`src/design/dnm_pkg.sv`:
```
// Shared types for the delimiter nesting matcher: input beat, result beat,
// scope stack record and the sequencer-to-output-stage handshake struct.
// No dependencies.
package dnm_pkg;

	typedef struct packed {
		logic       mode;
		logic [7:0] character;
	} item_t;

	typedef struct packed {
		logic [9:0]  ring_index;
		logic [19:0] start_pos;
		logic [20:0] end_pos;
		logic [2:0]  delim_kind;
		logic [4:0]  nest_depth;
		logic [9:0]  parent_index;
		logic        has_parent;
		logic        is_root;
		logic        was_unclosed;
		logic        last_of_run;
	} rec_t;

	// one entry of the scope stack, already cut to the result field widths
	typedef struct packed {
		logic [9:0]  ring_index;
		logic [19:0] start_pos;
		logic [2:0]  delim_kind;
		logic [4:0]  nest_depth;
		logic [9:0]  parent_index;
		logic        has_parent;
	} scope_rec_t;

	typedef struct packed {
		logic valid;
		rec_t rec;
	} seq_res_t;

endpackage

```
`src/design/dnm_stack_ram.sv`:
```
// Stack storage for the delimiter nesting matcher: one write port, one read
// port with registered read data. No dependencies.
module dnm_stack_ram #(
	parameter int DEPTH = 32,
	parameter int WIDTH = 8
) (
	input  logic                     clk,
	input  logic                     we,
	input  logic [$clog2(DEPTH)-1:0] waddr,
	input  logic [WIDTH-1:0]         wdata,
	input  logic [$clog2(DEPTH)-1:0] raddr,
	output logic [WIDTH-1:0]         rdata
);

	logic [WIDTH-1:0] mem [DEPTH];

	always_ff @(posedge clk) begin
		if (we) begin
			mem[waddr] <= wdata;
		end
	end

	always_ff @(posedge clk) begin
		rdata <= mem[raddr];
	end

endmodule

```
`src/design/dnm_seq.sv`:
```
// Sequencer of the delimiter nesting matcher: byte decode, scope and opener
// stacks, ring and position counters, flush walk. Uses dnm_pkg, dnm_stack_ram.
module dnm_seq import dnm_pkg::*; #(
	parameter int STACK_DEPTH   = 32,
	parameter int RING_CAPACITY = 1024,
	parameter int POSITION_BITS = 20
) (
	input  logic     clk,
	input  logic     arst_n,
	input  logic     take,
	input  item_t    item,
	output logic     ready,
	input  logic     res_ready,
	output seq_res_t res
);

	localparam int CW = $clog2(STACK_DEPTH + 1);
	localparam int IW = $clog2(STACK_DEPTH);
	localparam int RB = $clog2(RING_CAPACITY + 1);
	localparam int PW = POSITION_BITS + 1;
	localparam int SW = $bits(scope_rec_t);

	localparam logic [1:0] ST_IDLE  = 2'd0;
	localparam logic [1:0] ST_EXEC  = 2'd1;
	localparam logic [1:0] ST_FLUSH = 2'd2;

	localparam logic [2:0] KIND_BRACE  = 3'd0;
	localparam logic [2:0] KIND_SQUARE = 3'd1;
	localparam logic [2:0] KIND_ANGLE  = 3'd2;
	localparam logic [2:0] KIND_PAREN  = 3'd3;
	localparam logic [2:0] KIND_QUOTE  = 3'd4;

	localparam logic [7:0] CH_LBRACE = 8'h7B;
	localparam logic [7:0] CH_RBRACE = 8'h7D;
	localparam logic [7:0] CH_LSQ    = 8'h5B;
	localparam logic [7:0] CH_RSQ    = 8'h5D;
	localparam logic [7:0] CH_LT     = 8'h3C;
	localparam logic [7:0] CH_GT     = 8'h3E;
	localparam logic [7:0] CH_LPAR   = 8'h28;
	localparam logic [7:0] CH_RPAR   = 8'h29;
	localparam logic [7:0] CH_DQUOTE = 8'h22;

	logic [1:0]               state_q, state_d;
	logic [7:0]               char_q;
	logic [POSITION_BITS-1:0] bytepos_q;
	logic                     skip_q;
	logic [PW-1:0]            pos_q;
	logic [CW-1:0]            scope_cnt_q, scope_cnt_d;
	logic [CW-1:0]            op_cnt_q, op_cnt_d;
	logic [RB-1:0]            ring_q, ring_d;

	logic                     is_open, is_closer, is_quote;
	logic [2:0]               kind;
	scope_rec_t               top_rec, new_rec;
	logic [SW-1:0]            s_rdata;
	logic [2:0]               top_kind;
	logic                     s_we, k_we;
	logic [CW-1:0]            scope_m1, op_m1;
	logic                     sc_nz, op_nz, can_open, quote_close;
	logic                     do_push, op_pop, do_close, exec_go;

	always_comb begin
		is_open   = 1'b0;
		is_closer = 1'b0;
		is_quote  = 1'b0;
		kind      = KIND_BRACE;
		case (char_q)
			CH_LBRACE: begin kind = KIND_BRACE;  is_open   = 1'b1; end
			CH_RBRACE: begin kind = KIND_BRACE;  is_closer = 1'b1; end
			CH_LSQ:    begin kind = KIND_SQUARE; is_open   = 1'b1; end
			CH_RSQ:    begin kind = KIND_SQUARE; is_closer = 1'b1; end
			CH_LT:     begin kind = KIND_ANGLE;  is_open   = 1'b1; end
			CH_GT:     begin kind = KIND_ANGLE;  is_closer = 1'b1; end
			CH_LPAR:   begin kind = KIND_PAREN;  is_open   = 1'b1; end
			CH_RPAR:   begin kind = KIND_PAREN;  is_closer = 1'b1; end
			CH_DQUOTE: begin kind = KIND_QUOTE;  is_quote  = 1'b1; end
			default:   kind = KIND_BRACE;
		endcase
	end

	assign top_rec = s_rdata;

	assign sc_nz    = (scope_cnt_q != '0);
	assign op_nz    = (op_cnt_q != '0);
	assign can_open = (ring_q < RB'(RING_CAPACITY)) && (scope_cnt_q < CW'(STACK_DEPTH))
		&& (op_cnt_q < CW'(STACK_DEPTH));
	assign quote_close = is_quote && op_nz && (top_kind == KIND_QUOTE);
	assign do_push  = !skip_q && can_open && (is_open || (is_quote && !quote_close));
	assign op_pop   = !skip_q && ((is_closer && op_nz) || quote_close);
	// a closer pops the scope stack only when it matches the opener-stack top
	assign do_close = !skip_q && sc_nz
		&& ((is_closer && op_nz && (top_kind == kind)) || quote_close);
	assign exec_go  = !do_close || res_ready;

	always_comb begin
		new_rec.ring_index   = 10'(ring_q);
		new_rec.start_pos    = 20'(bytepos_q);
		new_rec.delim_kind   = kind;
		new_rec.nest_depth   = 5'(scope_cnt_q);
		new_rec.has_parent   = sc_nz;
		new_rec.parent_index = sc_nz ? top_rec.ring_index : '0;
	end

	always_comb begin
		state_d     = state_q;
		scope_cnt_d = scope_cnt_q;
		op_cnt_d    = op_cnt_q;
		ring_d      = ring_q;
		s_we        = 1'b0;
		k_we        = 1'b0;
		unique case (state_q)
			ST_IDLE: begin
				if (take) begin
					state_d = item.mode ? ST_FLUSH : ST_EXEC;
				end
			end
			ST_EXEC: begin
				if (exec_go) begin
					state_d = ST_IDLE;
					if (do_push) begin
						scope_cnt_d = scope_cnt_q + CW'(1);
						op_cnt_d    = op_cnt_q + CW'(1);
						ring_d      = ring_q + RB'(1);
						s_we        = 1'b1;
						k_we        = 1'b1;
					end
					if (op_pop) begin
						op_cnt_d = op_cnt_q - CW'(1);
					end
					if (do_close) begin
						scope_cnt_d = scope_cnt_q - CW'(1);
					end
				end
			end
			ST_FLUSH: begin
				if (!sc_nz) begin
					state_d  = ST_IDLE;
					op_cnt_d = '0;
					ring_d   = '0;
				end else if (res_ready) begin
					scope_cnt_d = scope_cnt_q - CW'(1);
				end
			end
			default: state_d = ST_IDLE;
		endcase
	end

	// read port always follows the top of the stack as it will be next cycle
	assign scope_m1 = scope_cnt_d - CW'(1);
	assign op_m1    = op_cnt_d - CW'(1);

	dnm_stack_ram #(.DEPTH(STACK_DEPTH), .WIDTH(SW)) u_scope_ram (
		.clk   (clk),
		.we    (s_we),
		.waddr (scope_cnt_q[IW-1:0]),
		.wdata (new_rec),
		.raddr (scope_m1[IW-1:0]),
		.rdata (s_rdata)
	);

	dnm_stack_ram #(.DEPTH(STACK_DEPTH), .WIDTH(3)) u_kind_ram (
		.clk   (clk),
		.we    (k_we),
		.waddr (op_cnt_q[IW-1:0]),
		.wdata (kind),
		.raddr (op_m1[IW-1:0]),
		.rdata (top_kind)
	);

	always_ff @(posedge clk or negedge arst_n) begin
		if (!arst_n) begin
			state_q     <= ST_IDLE;
			scope_cnt_q <= '0;
			op_cnt_q    <= '0;
			ring_q      <= '0;
			pos_q       <= '0;
		end else begin
			state_q     <= state_d;
			scope_cnt_q <= scope_cnt_d;
			op_cnt_q    <= op_cnt_d;
			ring_q      <= ring_d;
			if (take && !item.mode && !pos_q[POSITION_BITS]) begin
				pos_q <= pos_q + PW'(1);
			end else if (state_q == ST_FLUSH && !sc_nz) begin
				pos_q <= '0;
			end
		end
	end

	always_ff @(posedge clk) begin
		if (take) begin
			char_q    <= item.character;
			bytepos_q <= pos_q[POSITION_BITS-1:0];
			skip_q    <= pos_q[POSITION_BITS];
		end
	end

	assign ready = (state_q == ST_IDLE);

	always_comb begin
		res.valid            = ((state_q == ST_EXEC) && do_close)
			|| ((state_q == ST_FLUSH) && sc_nz);
		res.rec.ring_index   = top_rec.ring_index;
		res.rec.start_pos    = top_rec.start_pos;
		res.rec.delim_kind   = top_rec.delim_kind;
		res.rec.nest_depth   = top_rec.nest_depth;
		res.rec.parent_index = top_rec.parent_index;
		res.rec.has_parent   = top_rec.has_parent;
		res.rec.was_unclosed = (state_q == ST_FLUSH);
		if (state_q == ST_FLUSH) begin
			res.rec.end_pos     = 21'(pos_q);
			res.rec.is_root     = 1'b1;
			res.rec.last_of_run = (scope_cnt_q == CW'(1));
		end else begin
			res.rec.end_pos     = 21'(bytepos_q);
			res.rec.is_root     = (scope_cnt_q == CW'(1));
			res.rec.last_of_run = 1'b1;
		end
	end

endmodule

```
`src/design/delimiter_nesting_matcher.sv`:
```
// Delimiter nesting matcher.
// Input channel item/item_valid/item_stall carries one text byte per beat
// (mode 0) or an end-of-text marker (mode 1). Output channel rec/rec_valid/
// rec_stall carries one ring record per beat, held in an output register.
// A text byte is handled in an accept state and then an execute state that
// acts on the stack tops, which come from the registered read port of the
// stack RAMs. A matching closer's record shows on rec_valid the cycle after
// execute. A new byte is taken only after the last one has left execute.
// End of text emits the open rings one record per cycle while the output
// is not stalled, top of stack first, and then clears the counters.
// item_stall is high while a byte or flush is in progress; a stalled output
// register holds its beat and the sequencer waits for it to drain before it
// finishes a byte that closes a ring or emits the next flush record.
// Reset empties both stacks and zeros the ring and position counters; the
// stack RAMs are not cleared and need no clearing pass.
// Depends on dnm_pkg, dnm_seq, dnm_stack_ram.
module delimiter_nesting_matcher import dnm_pkg::*; #(
	parameter int STACK_DEPTH   = 32,
	parameter int RING_CAPACITY = 1024,
	parameter int POSITION_BITS = 20
) (
	input  logic  clk,
	input  logic  arst_n,
	input  logic  item_valid,
	output logic  item_stall,
	input  item_t item,
	output logic  rec_valid,
	input  logic  rec_stall,
	output rec_t  rec
);

	logic     ready;
	logic     take;
	logic     res_ready;
	seq_res_t seq_res;
	logic     rec_valid_q;
	rec_t     rec_q;

	assign item_stall = !ready;
	assign take       = item_valid && ready;
	assign res_ready  = !rec_valid_q || !rec_stall;

	dnm_seq #(
		.STACK_DEPTH   (STACK_DEPTH),
		.RING_CAPACITY (RING_CAPACITY),
		.POSITION_BITS (POSITION_BITS)
	) u_seq (
		.clk       (clk),
		.arst_n    (arst_n),
		.take      (take),
		.item      (item),
		.ready     (ready),
		.res_ready (res_ready),
		.res       (seq_res)
	);

	always_ff @(posedge clk or negedge arst_n) begin
		if (!arst_n) begin
			rec_valid_q <= 1'b0;
		end else if (res_ready) begin
			rec_valid_q <= seq_res.valid;
		end
	end

	always_ff @(posedge clk) begin
		if (res_ready && seq_res.valid) begin
			rec_q <= seq_res.rec;
		end
	end

	assign rec_valid = rec_valid_q;
	assign rec       = rec_q;

`ifndef NO_ASSERTIONS
	// an accepted beat makes the block busy in the following cycle
	a_busy_after_take: assert property (@(posedge clk) disable iff (!arst_n)
		item_valid && !item_stall |=> item_stall)
		else $error("input accepted again right after a beat");

	// a fresh record only follows a cycle in which the sequencer was busy
	a_rec_from_busy: assert property (@(posedge clk) disable iff (!arst_n)
		rec_valid && !$past(rec_valid) |-> $past(item_stall))
		else $error("record appeared while sequencer idle");

	// sequencer keeps offering a record until the output register takes it
	a_res_holds: assert property (@(posedge clk) disable iff (!arst_n)
		seq_res.valid && !res_ready |=> seq_res.valid && $stable(seq_res.rec))
		else $error("sequencer record dropped under stall");
`endif

endmodule

```
`config.mk`:
```
export PLATFORM = sky130hd
export DESIGN_NAME = delimiter_nesting_matcher
export DESIGN_NICKNAME = d
export VERILOG_FILES = /design/src/design/dnm_pkg.sv /design/src/design/dnm_stack_ram.sv /design/src/design/dnm_seq.sv /design/src/design/delimiter_nesting_matcher.sv
export SDC_FILE = /design/constraint.sdc
export NUM_CORES = 2
export LEC_CHECK = 0
export BUFFER_PORTS_ARGS = -buffer_cell sky130_fd_sc_hd__buf_4
export CAP_MARGIN = 5
export CORE_MARGIN = 2
export CORE_UTILIZATION = 47
export CTS_CLUSTER_SIZE = 24
export DETAILED_ROUTE_END_ITERATION = 12
export PLACE_DENSITY_LB_ADDON = 0.3
export RECOVER_POWER = 50
export REMOVE_ABC_BUFFERS = 1
export SYNTH_ARGS = -nofsm -noshare
export SYNTH_HDL_FRONTEND = slang
export SYNTH_SLANG_ARGS = --single-unit
```
`constraint.sdc`:
```
create_clock -name clk -period 7 [get_ports clk]
set_clock_uncertainty 0.2 [all_clocks]
set_input_delay 1.4 -clock clk [delete_from_list [all_inputs] [get_ports clk]]
set_output_delay 1.4 -clock clk [all_outputs]
set_load 0.03 [all_outputs]
```
## Yosys cells after proc, flatten, opt, wreduce, memory -nomap -nowiden

Memory sizes are Yosys's and may differ from the RTL's. A register that Yosys moved wholly into a read port is not among the register bits.
Index checks and enable logic that the tools add are counted.

- Word-level logic and storage cells: 130
- Input port bits: 13
- Bits in registers: 149
- RAM bits: 1664
- Memories: 2
- Output and inout bits: 75

Memory list:

| memory | words | bits a word | rd ports | clocked after Yosys merged registers in | wr ports | line | text |
|---|---|---|---|---|---|---|---|
| u_seq.u_scope_ram.mem | 32 | 49 | 1 | 1 | 1 | dnm_stack_ram.sv:15 | `logic [WIDTH-1:0] mem [DEPTH];` |
| u_seq.u_kind_ram.mem | 32 | 3 | 1 | 1 | 1 | dnm_stack_ram.sv:15 |  |

- Order comparisons: 3
- Multiplexer cells: 33
- Reduce and logical (&&, ||, !) cells: 46
- Eq/ne operators: 18
- Add/subtract/negate cells: 8

Operator list:

| kind | count |
|---|---|
| $mux 6 | 9 |
| $mux 21 | 2 |
| $eq 8x6->1 const B | 5 |
| $mux 11 | 3 |
| $eq 8x7->1 const B | 4 |
| $pmux 6 s2 | 2 |
| $pmux 11 s2 | 1 |
| $add 21x1->21 const B | 1 |
| $mux 20 | 1 |
| $logic_and 1x1->1 | 19 |
| $add 6x1->6 const B | 2 |
| $lt 6x6->1 const B | 2 |
| $pmux 3 s4 | 1 |
| $reduce_bool 6->1 | 2 |
| $sub 6x1->6 const B | 2 |
| $add 11x1->11 const B | 1 |
| $lt 11x11->1 const B | 1 |
| $mux 10 | 1 |
| $sub 5x1->5 const B | 2 |
| $logic_not 1->1 | 9 |
| $mux 1 | 8 |
| $mux 2 | 4 |
| $reduce_or 4->1 | 2 |
| $eq 6x1->1 const B | 1 |
| other kinds (13) | 23 |

## Logic depth before layout (Yosys ltp)

- Depth after elaboration: 13
- Gate-level depth with buffers: 22
- Mapped depth without buffers: 18

## By module

From an unflattened synthesis, not the netlist that was laid out.

- Cell total of the unflattened synthesis: 4183
- Area total of the unflattened synthesis: 72648.4 sq um

By module, submodules not included:

| module | area an instance (sq um) | instances | cells an instance | sequential area each (sq um) |
|---|---|---|---|---|
| dnm_stack_ram (u_seq.u_scope_ram) | 61854.3 | 1 | 3434 | 48066.1 |
| dnm_seq | 4628.2 | 1 | 485 | 2021.9 |
| dnm_stack_ram (u_seq.u_kind_ram) | 3916.3 | 1 | 185 | 2942.8 |
| delimiter_nesting_matcher | 2249.7 | 1 | 79 | 2217.1 |

## Worst setup path after synthesis

No wires, ideal clock.

- Kind: flip-flop to flip-flop
- From: register u_seq.char_q[6]
- To: register rec_q (netlist bit rec[0]) (enable)
- Data required time: 6.295 ns
- Library setup time: 0.505 ns
- Buffers on the path: 0
- Cell stages (with the launch flop): 7
- Setup slack: 0.475 ns
- Clock period less this slack: 6.525 ns
- Arrival: 5.820 ns
- Cell sequence: edfxtp_1 > nor4bb_1 > o21a_1 > xor2_1 > o31ai_2 > a31oi_1 > nor2_1

- Word-level cells in the longest chain between the ends: 10
- Elaborated cells on any way between the ends: 25
- Classes of those cells: 9 x eq/ne; 3 x mux; 13 x reduce/logical

RTL lines:

| item | line | text |
|---|---|---|
| from (decl) | dnm_seq.sv:44 | `logic [7:0] char_q;` |
| from (signal assigned) | dnm_seq.sv:192 | `char_q <= item.character;` |
| $eq 8x6->1 or $eq 8x7->1 (tied branches) | dnm_seq.sv:67 | `case (char_q)` |
| $reduce_or 2->1 (no line) | -- |  |
| $pmux 3 s4 * | dnm_seq.sv:67 |  |
| via u_seq.kind[1] | dnm_seq.sv:53 | `logic [2:0] kind;` |
| $eq 3x3->1 * | dnm_seq.sv:92 | `&& ((is_closer && op_nz && (top_kind == kind)) \|\| quote_close);` |
| $logic_and 1x1->1 * | dnm_seq.sv:92 |  |
| $logic_or 1x1->1 * | dnm_seq.sv:92 |  |
| $logic_and 1x1->1 * | dnm_seq.sv:92 |  |
| $logic_and 1x1->1 * | dnm_seq.sv:201 | `res.valid = ((state_q == ST_EXEC) && do_close)` |
| $logic_or 1x1->1 * | dnm_seq.sv:202 | `\|\| ((state_q == ST_FLUSH) && sc_nz);` |
| $logic_and 1x1->1 * | delimiter_nesting_matcher.sv:66 | `if (res_ready && seq_res.valid) begin` |
| to (signal assigned) | delimiter_nesting_matcher.sv:67 | `rec_q <= seq_res.rec;` |
| to (decl) | delimiter_nesting_matcher.sv:37 | `rec_t rec_q;` |

The timed path passes the listed nets; every way through them passes the cells marked *.
A chain may end at the register's enable or synchronous reset.

## Worst setup path after layout

- From: register u_seq.scope_cnt_q[4]
- To: register u_seq.u_kind_ram.rdata[0] (read register of u_seq.u_kind_ram.mem)

- Word-level cells in the longest chain between the ends: 10
- Elaborated cells on any way between the ends: 16
- Classes of those cells: 1 x add/sub; 1 x order compare; 5 x mux; 9 x reduce/logical

RTL lines:

| item | line | text |
|---|---|---|
| from (decl) | dnm_seq.sv:48 | `logic [CW-1:0] scope_cnt_q, scope_cnt_d;` |
| from (signal assigned) | dnm_seq.sv:179 | `scope_cnt_q <= scope_cnt_d;` |
| $lt 6x6->1 | dnm_seq.sv:85 | `assign can_open = (ring_q < RB'(RING_CAPACITY)) && (scope_cnt_q < CW'(STACK_DEPTH))` |
| $logic_and 1x1->1 | dnm_seq.sv:85 |  |
| $logic_and 1x1->1 | dnm_seq.sv:86 | `&& (op_cnt_q < CW'(STACK_DEPTH));` |
| $logic_and 1x1->1 (2 in a row) | dnm_seq.sv:88 | `assign do_push = !skip_q && can_open && (is_open \|\| (is_quote && !quote_close));` |
| $mux 6 | dnm_seq.sv:120 | `if (do_push) begin` |
| $mux 6 | dnm_seq.sv:127 | `if (op_pop) begin` |
| $mux 6 | dnm_seq.sv:118 | `if (exec_go) begin` |
| $pmux 6 s2 * | dnm_seq.sv:111 | `unique case (state_q)` |
| via u_seq.op_cnt_d[0] | dnm_seq.sv:49 | `logic [CW-1:0] op_cnt_q, op_cnt_d;` |
| $sub 5x1->5 * | dnm_seq.sv:150 | `assign op_m1 = op_cnt_d - CW'(1);` |
| to (decl) | dnm_stack_ram.sv:12 | `output logic [WIDTH-1:0] rdata` |

Marks and branches as above.

==> impl_metrics.sql <==
INSERT INTO impl_metrics (metric_group, metric, value, unit) VALUES
('place', 'placedCellCount', '5318', ''),
('run_status', 'failed_checks', 'max-capacitance violations, max-slew violations', ''),
('synth', 'synth_fa_ha_area_frac', '0.002629', ''),
('clock_tree', 'cts-buffers-inserted', '184', ''),
('worst_setup_path', 'worstPathRequired', '7.55', 'ns'),
('floorplanning', 'core-area', '151400', 'um2'),
('synth', 'synthCells', '3269', ''),
('clock_tree', 'worst_skew_pair_latency', '0.82', 'ns'),
('synth', 'compound_gate_portion_of_the_synthesized_area', '0.02878', ''),
('global_routing', 'grt_overflow', '0', ''),
('global_routing', 'groute.usage.overall', '0.2177', ''),
('floorplanning', 'start_util', '0.4717', ''),
('synth', 'simple_gate_share_of_the_synthesized_area', '0.02042', ''),
('synth', 'synthMostInstantiatedCell', 'edfxtp_1', ''),
('synth', 'synth-edff-count', '1766', ''),
('clock_tree', 'clock_path_buffers', '3', ''),
('global_routing', 'grt_start_max_net_pins', '105', ''),
('clock_tree', 'post_cts_resize_count', '0', ''),
('layout', 'area.growth.synth_to_final', '13.18', '%'),
('synth', 'yosysTopAreaCell', 'edfxtp_1', ''),
('sta', 'final_hold_viol_count', '0', ''),
('synth', 'synth-async-reset-ratio', '0.02520', ''),
('global_routing', 'number_of_antenna_violations_at_the_first_check_in_global_routing', '3', ''),
('synth', 'synth_top_cells_by_count', '1766 x edfxtp_1, 398 x mux4_2, 119 x mux2_2', ''),
('layout', 'utilization', '0.5338', ''),
('sta', 'post_route_worst_setup_slack', '0.7875', 'ns'),
('sta', 'max_slew_margin', '-1.003', ''),
('drt', 'initialDrtViolationCount', '4326', ''),
('sta', 'setup_violations', '0', ''),
('pwr', 'fin_total_pwr', '36.19', 'mW'),
('synth', 'dominant_combinational_cell_family_by_area_after_synthesis', 'multiplexers', ''),
('global_routing', 'groute.layer.met3.usage', '0.04121', ''),
('layout', 'post_route_cell_area', '80800', 'um2'),
('floorplanning', 'fp-row-count', '143', ''),
('worst_setup_path', 'crit_arrival', '6.76', 'ns'),
('run_status', 'status', 'finished, violations left', ''),
('worst_setup_path', 'worstSetupPathType', 'reg -> reg', ''),
('clock_tree', 'clockRootBuffer', 'clkbuf_16', ''),
('synth', 'seq_area_frac_synth', '0.7738', ''),
('min_path', 'worst_hold_check_path_type', 'reg -> reg', ''),
('layout', 'layout.cells.non_filler', '5668', ''),
('synth', 'dominantRegCellSynth', 'edfxtp_1', ''),
('sta', 'slew_of_the_pin_with_the_lowest_slew_margin', '3.004', 'ns'),
('place', 'hpwl_after_dpl', '88840', 'um'),
('sta', 'period_share', '0.8875', ''),
('sta', 'grt_setup_unrepaired', 'no', ''),
('place', 'gpl.final_weighted_congestion', '0.8495', ''),
('clock_tree', 'cts_max_level', '4', ''),
('synth', 'synth_top_area_share', '0.7428', ''),
('global_routing', 'use_met1', '0.3102', ''),
('sta', 'layout_min_cycle_time', '6.213', 'ns'),
('floorplanning', 'die_width', '393.8', 'um'),
('clock_tree', 'cts.repair_timing.setup_buffer_count', '0', ''),
('synth', 'synth.yosys.warnings', '0', ''),
('drt', 'ant_nets', '0', ''),
('clock_tree', 'numClockSinks', '1865', ''),
('global_routing', 'met2_usage', '0.3468', ''),
('place', 'place_ws', '0.9506', 'ns'),
('drt', 'post-route-drc-count', '0', ''),
('sta', 'maxSlewViolCount', '301', ''),
('drt', 'route.detailed.wl_per_inst', '29.95', 'um'),
('place', 'place.port_buffers', '87', ''),
('run', 'maxCapViolCount', '8', ''),
('synth', 'avgSynthCellArea', '21.84', 'um2'),
('clock_tree', 'cts.clk_slew.worst_paths', '0.06', 'ns'),
('worst_setup_path', 'critical_path.max_fanout', '38', ''),
('sta', 'fmax', '161.0', 'MHz'),
('clock_tree', 'clock_tree_from_tritoncts', 'done', ''),
('pwr', 'p_leak', '26.11', 'nW'),
('synth', 'yosys-mux-area-fraction', '0.1586', ''),
('drt', 'detailroute.via_count', '34421', '');
[report_power, final]
group          internal, mW  switching [mW]
sequential             13.5           0.441
combinational          5.39            7.12
clock                  5.56            4.14
total                  24.5            11.7
[layer usage]
layer,wire [um],part of all wire
met1,69760,0.41
met4,4041,0.024
met2,82130,0.48
met3,13780,0.081
met5,12,0.000071
[logic make-up (layout without fill, tap and decap cells)]
logic type	Yosys count	count (layout)
AOI/OAI and AO/OA	270	270
xor gates and xnor gates	18	18
adders and majority gates	15	15
buffers and inverters	180	548
DFF	1865	1865
muxes	619	619
other	0	1
and+or+nand+nor	302	302
[cell type report]
cell class,instances,area (um2),share of cell area
clock inverters,81,863.3,0.01068
well taps,2030,2540,0.03143
diodes,1,2.502,0.00003097
repair buffers,177,1480,0.01832
multi-input cells,1224,15480,0.1915
inverters,23,93.84,0.001161
clock buffers,267,5100,0.06311
flip-flops and latches,1865,55250,0.6837
[critical path, cell delays in order, from the launching register on]
cell and delay (ns):
dfrtp_1 1.11, nor4_1 0.17, and2_0 0.41, inv_1 0.28, nand2_1 0.18, or4_1 0.61, a31o_1 0.26, o211ai_2 0.12
inv_2 0.10, ha_1 0.27, nor2_1 0.17, mux2i_1 0.13, o221a_2 0.32, nor2_2 0.82, a22o_1 0.29, a221oi_1 0.07
mux4_2 0.49, mux2i_1 0.14
[state kept, by name, indices dropped and copies added (netlist names)]
| register | cells |
|---|---|
| u_seq.skip_q | 1 |
| u_seq.op_cnt_q | 6 |
| rec_valid | 1 |
| u_seq.scope_cnt_q | 6 |
| u_seq.pos_q | 21 |
| u_seq.bytepos_q | 20 |
| u_seq.u_scope_ram.rdata | 49 |
| u_seq.state_q | 2 |
| u_seq.ring_q | 11 |
| u_seq.u_kind_ram.rdata | 3 |
| rec | 73 |
| u_seq.char_q | 8 |
| u_seq.u_kind_ram.mem | 96 |
| u_seq.u_scope_ram.mem | 1568 |
[final timing paths]
path | start | to | cells past startpoint
worst min-delay path | u_seq.u_scope_ram.rdata[2] | rec[5] | 0
min in group asynchronous | arst_n | u_seq.pos_q[5] | 1
worst max register to register | u_seq.scope_cnt_q[4] | u_seq.u_kind_ram.rdata[0] | 17
worst max-delay path | u_seq.scope_cnt_q[4] | u_seq.u_kind_ram.rdata[0] | 17
worst min register to register | u_seq.u_scope_ram.rdata[2] | rec[5] | 0
max in group asynchronous | arst_n | u_seq.ring_q[9] | 1
[cells in the final DEF, fill, tap and decap left out, types with 30 or more instances in the layout]
cell type and count:
a221oi_1 73, buf_12 37, buf_4 49, clkbuf_1 151, clkbuf_16 187, clkinv_1 32, dfrtp_1 47, dfxtp_1 52
edfxtp_1 1766, mux2_2 102, mux2i_1 102, mux4_2 398, nand2_1 71, nand3_1 34, nor2_1 68, nor2_4 32
o21ai_0 30, o22ai_1 54
Power figures use the tool's default switching activity.
